<file path="src/hdl/sbrd_pkg.sv">
// shared types and constants for the serial bit-rate divider resolver
// no dependencies; imported by every module of the block
`default_nettype none

package sbrd_pkg;

    // operand and quotient widths
    localparam int QUOT_W         = 32;
    localparam int BITS_PER_STAGE = 2;
    localparam int DIV_STAGES     = QUOT_W / BITS_PER_STAGE;

    // result field widths
    localparam int SEL_W  = 2;
    localparam int DIVV_W = 8;

    // prescaler search: q_n = quotient >> (BASE_SHIFT + STEP_SHIFT * n)
    localparam int NUM_PRESCALE = 4;
    localparam int BASE_SHIFT   = 2;
    localparam int STEP_SHIFT   = 2;

    // largest q for which q - 1 still fits the divider
    localparam logic [QUOT_W-1:0] Q_LIMIT = QUOT_W'(256);

    localparam logic [SEL_W-1:0]  PRESCALE_MAX = 2'd3;
    localparam logic [DIVV_W-1:0] DIVIDER_MAX  = 8'd255;

    // payload carried down the divider pipeline
    typedef struct packed {
        logic [QUOT_W-1:0] rem;
        logic [QUOT_W-1:0] dvd;
        logic [QUOT_W-1:0] dsr;
    } sbrd_div_t;

endpackage : sbrd_pkg

`default_nettype wire

</file>
<file path="src/hdl/spi_bit_rate_divider_resolve.sv">
// start passes through 16 divider stages, then 1 select stage, before it reaches done
// throughput: one item per cycle; the divider pipeline, 2 quotient bits a stage, sets it
// busy stays low, and done is a single-cycle strobe the receiver cannot hold off
// reset: rst_n clears all valid bits asynchronously; items in flight are dropped
// top level of the serial bit-rate divider resolver; depends on sbrd_pkg,
// sbrd_divider and sbrd_select
`default_nettype none

module spi_bit_rate_divider_resolve
    import sbrd_pkg::*;
(
    input  wire logic              clk,
    input  wire logic              rst_n,
    input  wire logic              start,
    output logic                   busy,
    input  wire logic [QUOT_W-1:0] rate_hz,
    input  wire logic [QUOT_W-1:0] source_clock_hz,
    output logic                   done,
    output logic [SEL_W-1:0]       prescale_select,
    output logic [DIVV_W-1:0]      divider_value
);

    // floor(clk / (4 * 4^n * rate)) equals floor(clk / rate) shifted right by
    // 2 + 2n, so one full-width quotient serves all four prescaler trials.
    // a zero rate makes the divider return all ones, which saturates naturally.

    logic              accept;
    logic              quot_valid;
    logic [QUOT_W-1:0] quot;

    // the pipeline never stalls, so an item is taken whenever start is high
    assign busy   = 1'b0;
    assign accept = start && !busy;

    // clock / rate, one item entering each cycle
    sbrd_divider u_divider (
        .clk       (clk),
        .rst_n     (rst_n),
        .valid_in  (accept),
        .dividend  (source_clock_hz),
        .divisor   (rate_hz),
        .valid_out (quot_valid),
        .quotient  (quot)
    );

    // pick the lowest prescaler whose divider fits, else saturate
    sbrd_select u_select (
        .clk             (clk),
        .rst_n           (rst_n),
        .valid_in        (quot_valid),
        .quotient        (quot),
        .done            (done),
        .prescale_select (prescale_select),
        .divider_value   (divider_value)
    );

endmodule : spi_bit_rate_divider_resolve

`default_nettype wire

</file>
<file path="src/hdl/sbrd_div_stage.sv">
// one register stage of the restoring divider, two quotient bits per stage
// depends on sbrd_pkg
`default_nettype none

module sbrd_div_stage
    import sbrd_pkg::*;
(
    input  wire logic      clk,
    input  wire logic      rst_n,
    input  wire logic      valid_in,
    input  wire sbrd_div_t data_in,
    output logic           valid_out,
    output sbrd_div_t      data_out
);

    logic      valid_reg;
    sbrd_div_t data_reg;
    sbrd_div_t data_next;

    always_comb
    begin
        logic [QUOT_W-1:0] rem_v;
        logic [QUOT_W-1:0] dvd_v;
        logic [QUOT_W:0]   trial;
        logic [QUOT_W+1:0] diff;
        rem_v = data_in.rem;
        dvd_v = data_in.dvd;
        for (int i = 0; i < BITS_PER_STAGE; i++)
        begin
            trial = {rem_v, dvd_v[QUOT_W-1]};
            diff  = {1'b0, trial} - {2'b00, data_in.dsr};
            if (!diff[QUOT_W+1])
            begin
                rem_v = diff[QUOT_W-1:0];
                dvd_v = {dvd_v[QUOT_W-2:0], 1'b1};
            end
            else
            begin
                rem_v = trial[QUOT_W-1:0];
                dvd_v = {dvd_v[QUOT_W-2:0], 1'b0};
            end
        end
        data_next.rem = rem_v;
        data_next.dvd = dvd_v;
        data_next.dsr = data_in.dsr;
    end

    always_ff @(posedge clk or negedge rst_n)
    begin
        if (!rst_n)
        begin
            valid_reg <= 1'b0;
        end
        else
        begin
            valid_reg <= valid_in;
        end
    end

    always_ff @(posedge clk)
    begin
        data_reg <= data_next;
    end

    assign valid_out = valid_reg;
    assign data_out  = data_reg;

endmodule : sbrd_div_stage

`default_nettype wire

</file>
<file path="src/hdl/sbrd_divider.sv">
// pipelined unsigned divider, clock over rate, one item per cycle
// depends on sbrd_pkg and sbrd_div_stage
`default_nettype none

module sbrd_divider
    import sbrd_pkg::*;
(
    input  wire logic              clk,
    input  wire logic              rst_n,
    input  wire logic              valid_in,
    input  wire logic [QUOT_W-1:0] dividend,
    input  wire logic [QUOT_W-1:0] divisor,
    output logic                   valid_out,
    output logic [QUOT_W-1:0]      quotient
);

    logic      stage_valid [DIV_STAGES+1];
    sbrd_div_t stage_data  [DIV_STAGES+1];

    assign stage_valid[0]    = valid_in;
    assign stage_data[0].rem = '0;
    assign stage_data[0].dvd = dividend;
    assign stage_data[0].dsr = divisor;

    for (genvar s = 0; s < DIV_STAGES; s++)
    begin : g_stage
        sbrd_div_stage u_stage (
            .clk       (clk),
            .rst_n     (rst_n),
            .valid_in  (stage_valid[s]),
            .data_in   (stage_data[s]),
            .valid_out (stage_valid[s+1]),
            .data_out  (stage_data[s+1])
        );
    end

    assign valid_out = stage_valid[DIV_STAGES];
    assign quotient  = stage_data[DIV_STAGES].dvd;

    // an item leaving the divider entered at its input and passed all DIV_STAGES register stages
    a_div_latency: assert property (@(posedge clk) disable iff (!rst_n)
        valid_out |-> $past(valid_in, DIV_STAGES))
        else $error("divider output without a matching input item");

endmodule : sbrd_divider

`default_nettype wire

</file>
<file path="src/hdl/sbrd_select.sv">
// prescaler search over the quotient and registered result stage
// depends on sbrd_pkg
`default_nettype none

module sbrd_select
    import sbrd_pkg::*;
(
    input  wire logic              clk,
    input  wire logic              rst_n,
    input  wire logic              valid_in,
    input  wire logic [QUOT_W-1:0] quotient,
    output logic                   done,
    output logic [SEL_W-1:0]       prescale_select,
    output logic [DIVV_W-1:0]      divider_value
);

    logic              done_reg;
    logic [SEL_W-1:0]  sel_reg;
    logic [SEL_W-1:0]  sel_next;
    logic [DIVV_W-1:0] div_reg;
    logic [DIVV_W-1:0] div_next;

    // q shrinks as n grows, so the lowest fitting n wins; scan down, last hit stays
    always_comb
    begin
        logic [QUOT_W-1:0] qn;
        logic [QUOT_W-1:0] qm1;
        sel_next = PRESCALE_MAX;
        div_next = DIVIDER_MAX;
        for (int n = NUM_PRESCALE - 1; n >= 0; n--)
        begin
            qn  = quotient >> (BASE_SHIFT + STEP_SHIFT * n);
            qm1 = qn - QUOT_W'(1);
            if (qn <= Q_LIMIT)
            begin
                sel_next = SEL_W'(n);
                div_next = (qn == '0) ? '0 : qm1[DIVV_W-1:0];
            end
        end
    end

    always_ff @(posedge clk or negedge rst_n)
    begin
        if (!rst_n)
        begin
            done_reg <= 1'b0;
        end
        else
        begin
            done_reg <= valid_in;
        end
    end

    always_ff @(posedge clk)
    begin
        sel_reg <= sel_next;
        div_reg <= div_next;
    end

    assign done            = done_reg;
    assign prescale_select = sel_reg;
    assign divider_value   = div_reg;

    a_one_result: assert property (@(posedge clk) disable iff (!rst_n)
        valid_in |=> done)
        else $error("quotient item did not produce a result");

    // a higher prescaler is used only when the lower one overflowed,
    // so its divider is at least 63, just under a quarter of the range
    a_min_divider: assert property (@(posedge clk) disable iff (!rst_n)
        (done && prescale_select != '0) |-> (divider_value >= 8'd63))
        else $error("prescaler raised while a lower one would fit");

endmodule : sbrd_select

`default_nettype wire
</file>
<file path="config.mk">
export PLATFORM = sky130hd
export DESIGN_NAME = spi_bit_rate_divider_resolve
export DESIGN_NICKNAME = d
export VERILOG_FILES = /design/src/hdl/sbrd_pkg.sv /design/src/hdl/spi_bit_rate_divider_resolve.sv /design/src/hdl/sbrd_div_stage.sv /design/src/hdl/sbrd_divider.sv /design/src/hdl/sbrd_select.sv
export SDC_FILE = /design/constraint.sdc
export NUM_CORES = 2
export LEC_CHECK = 0
export ABC_AREA = 0
export BUFFER_PORTS_ARGS = -buffer_cell sky130_fd_sc_hd__buf_2
export CAP_MARGIN = 20
export CORE_ASPECT_RATIO = 1.25
export CORE_UTILIZATION = 59
export DETAILED_ROUTE_END_ITERATION = 16
export PLACE_DENSITY = 0.79
export SYNTH_ARGS = -nofsm -noshare
export SYNTH_HDL_FRONTEND = slang
export SYNTH_HIERARCHICAL = 1
export SYNTH_SLANG_ARGS = --single-unit
</file>
<file path="constraint.sdc">
create_clock -name clk -period 5.14 [get_ports clk]
set_clock_uncertainty 0.05 [all_clocks]
set_input_delay 1.028 -clock clk [delete_from_list [all_inputs] [get_ports clk]]
set_output_delay 1.028 -clock clk [all_outputs]
set_load 0.01 [all_outputs]
</file>
==> results of run 1 <==
per-layer routing:
metal | GRT overflow | GRT usage (%)
met3 | 34 | 43.13
met5 | 2 | 24.61
met1 | 26 | 64.14
met4 | 110 | 61.70
met2 | 152 | 89.26
metrics by stage:
stage,setup slack [ns],TNS (ns),hold slack (ns)
after detailed placement,-1.095,-235.62,0.2621
after global placement,-0.9885,-174.71,0.2596
after floorplan,-0.1647,-4.101,0.2596
after CTS,-0.5115,-28.76,0.009084
what timing repair did:
| action | in CTS |
|---|---|
| gates cloned | 41 |
| gates resized for setup | 1220 |
| setup endpoints to repair | 462 |
| pin swaps | 371 |
| buffers inserted | 273 |
==> results.py, run 1 <==
metrics = {
    "outcome": {
        "status": "aborted with a tool error",
        "failing_step": "global routing",
        "error": "[ERROR GRT-0116] Global routing finished with congestion. Check the congestion regions in the DRC Viewer.",
    },
    "die": {
        "ioPinCount": 79,
        "fp.dieW_um": 353.6,
        "die_h_um": 441.6,
        "start_util_pct": 59.70,
        "floorplan.rows": 160,
    },
    "place": {
        "dpl_cell_area_um2": 117400,
        "dp_cells": 15330,
        "place.gp.congestion": 1.035,
        "place_hpwl_mm": 261.6,
        "portBuffers": 75,
    },
    "global_route": {
        "grt_pass1_wl_mm": 762.7,
        "overflow": 324,
        "grt_pass1_vias": 118000,
        "grt_max_degree": 29,
        "track_usage_pct": 65.21,
    },
    "cts": {
        "cts_htree_levels": 4,
        "numCtsBuffers": 142,
        "cts_root_buffer": "clkbuf_16",
        "postCtsHoldBufs": 0,
        "clockBufferDepth": 3,
    },
    "logic_synthesis": {
        "syn_avg_cell_area_um2": 8.898,
        "yosysWarnings": 6,
        "netlist_area_um2": 91190,
        "synth_cells": 10250,
    },
}
==> inputs of run 2 (changes only) <==
CORE_ASPECT_RATIO = not set   (was 1.25)
CORE_UTILIZATION = 40   (was 59)
PLACE_DENSITY = not set   (was 0.79)
PLACE_DENSITY_LB_ADDON = 0.15   (was not set)
clock period = 6.7 ns   (was 5.14 ns; I/O delays follow)
==> results.py, run 2 <==
metrics = {
    "routing": {
        "via_per_inst": 5.455,
        "post_drt_wl_per_cell_um": 18.28,
        "remaining_drc_errors": 0,
        "ant_nets": 0,
        "vias": 74280,
        "drt_first_pass_iters": 6,
        "drt_iter0_markers": 4826,
        "wl_mm": 248.9,
    },
    "global_route": {
        "overflow": 0,
        "grt_pass1_vias": 72420,
        "grt_pass1_wl_mm": 391.1,
        "antenna_found_initial": 4,
        "track_usage_pct": 21.04,
        "grt_max_degree": 42,
    },
    "layout": {
        "syn_to_final_growth_pct": 11.10,
        "layout_common_cells": "1386 x dfxtp_1, 991 x a21oi_1, 967 x ha_1",
        "final_common_cell": "dfxtp_1",
        "final_layout_size_suffix_gt1_share_pct": 11.25,
        "largest_reg_flops": 1376,
        "nets": 11550,
    },
    "critical_path": {
        "worstPathMaxFanout": 9,
        "worst_path_largest_cell_delay_ns": 0.56,
        "crit_start": "u_divider/g_stage[2].u_stage/data_out[6]$_DFF_P_",
        "critPathSlowestCell": "a211oi_1",
        "critPathCaptureType": "register",
        "critPathLaunchType": "register",
        "cp.required_ns": 7.34,
        "crit_path_cell_trace": "inv_1, ha_1, a21oi_2, o21ai_1, a221o_1, o31ai_2, a211o_1, nand2_2, mux2_2, ha_1, a21o_1, a31oi_1, a21oi_1, a22o_1, a21boi_1, buf_4, a21oi_1, a211oi_1, xnor2_1, mux2_4",
        "crit_arrival_ns": 6.99,
        "r2r_setup_slack_ns": 0.35,
        "worstSetupPathType": "register to register",
        "timing.rr.start": "u_divider/g_stage[2].u_stage/data_out[6]$_DFF_P_",
    },
    "cts": {
        "clockBufferDepth": 3,
        "insertion_delay_ns": 0.84,
        "cts_htree_levels": 4,
        "cts_tree": "yes",
        "numCtsBuffers": 160,
        "cts_root_buffer": "clkbuf_16",
        "clock_sinks": 1403,
        "postCtsHoldBufs": 0,
        "path_clk_slew_ns": 0.07,
    },
    "timing": {
        "fin_crit_sh_pct": 94.72,
        "worst_pin_slew_ns": 0.8835,
        "fin_ws_ns": 0.3535,
        "rsz0062_at_grt": "no",
        "finalSetupViolCount": 0,
        "finalHoldViolations": 0,
        "drv_slew": 0,
        "fmax_mhz": 157.6,
        "min_period_ns": 6.346,
        "max_slew_margin_pct": 40.89,
    },
    "logic_synthesis": {
        "yosysWarnings": 6,
        "syn_avg_cell_area_um2": 8.898,
        "netlist_area_um2": 91190,
        "synth_cells": 10250,
    },
    "die": {
        "floorplan.rows": 174,
        "die_h_um": 479.5,
        "ioPinCount": 79,
        "start_util_pct": 40.39,
        "core_um2": 225800,
        "fp.dieW_um": 479.5,
        "dieArea_um2": 229900,
    },
    "hold_path": {
        "hold_class": "register to register",
        "worst_hold_startpoint": "u_divider/g_stage[13].u_stage/data_out[52]$_DFF_P_",
    },
    "place": {
        "place.gp.congestion": 0.9219,
        "portBuffers": 75,
        "place_hpwl_mm": 203.4,
        "dp_slack_ns": -0.05806,
    },
    "outcome": {
        "status": "finished, final reports clean",
    },
    "flow_run": {
        "max_cap_violations": 0,
    },
}
## run 2: stage by stage
stage | hold slack, ns | instances | setup TNS (ns) | utilization (%) | cell area (µm²)
global placement | 0.2596 | 13320 | 0 | 42.38 | 95670
detailed placement | 0.2621 | 13320 | -1.101 | 42.38 | 95670
finish | 0.2504 | 13620 | 0 | 44.88 | 101300
floorplan | 0.2596 | 10310 | 0 | - | 91430
global route | 0.2644 | 13620 | 0 | 44.87 | 101300
CTS | 0.2456 | 13610 | 0 | 44.85 | 101300
## run 2: path summary, 6_finish.rpt
path,to,cells after the start
max in group asynchronous,u_divider/g_stage[8].u_stage/valid_out$_DFF_PN0_,1
hold / removal,u_divider/g_stage[14].u_stage/data_out[54]$_DFF_P_,0
setup / recovery,u_divider/g_stage[3].u_stage/data_out[87]$_DFF_P_,20
min in group asynchronous,u_divider/g_stage[0].u_stage/valid_out$_DFF_PN0_,1
hold reg to reg,u_divider/g_stage[14].u_stage/data_out[54]$_DFF_P_,0
setup reg to reg,u_divider/g_stage[3].u_stage/data_out[87]$_DFF_P_,20
## run 2: layer usage
layer / routed length, µm / global-route usage (%) / vias up
met5: 0 / 0 / -
met4: 6791 / 6.289 / 0
met3: 9947 / 2.721 / 366
met2: 117300 / 35.97 / 1573
met1: 114900 / 27.44 / 34860
li1: - / - / 37480
## run 2: area by class of cell
type | count | area [µm²]
clock inverters | 86 | 1082
diodes | 3 | 7.507
well taps | 2992 | 3744
flip-flops and latches | 1403 | 28170
inverters | 773 | 2907
repair buffers | 257 | 1921
multi-input cells | 7893 | 58980
fillers | 21990 | 124500
clock buffers | 210 | 4502
## run 2: timing repair
item                                    in CTS  in global routing
setup buffers                                0                  2
endpoints found under the setup margin       0                104
gates resized for setup                      0                 10
## run 2: critical path: cells and delay by family (launching register included)
kind | cells | cell delay (ns)
AO/OA/AOI/OAI | 12 | 3.65
XOR/XNOR | 1 | 0.12
adder cells (fa/ha/maj) | 2 | 0.77
buffers and inverters | 2 | 0.34
flip-flops | 1 | 0.39
multiplexers | 2 | 0.68
AND/OR/NAND/NOR | 1 | 0.24
Power of run 2 is left out: the tool's default activity adds up to more than one toggle a clock period on the data nets, which glitch-free logic cannot reach.
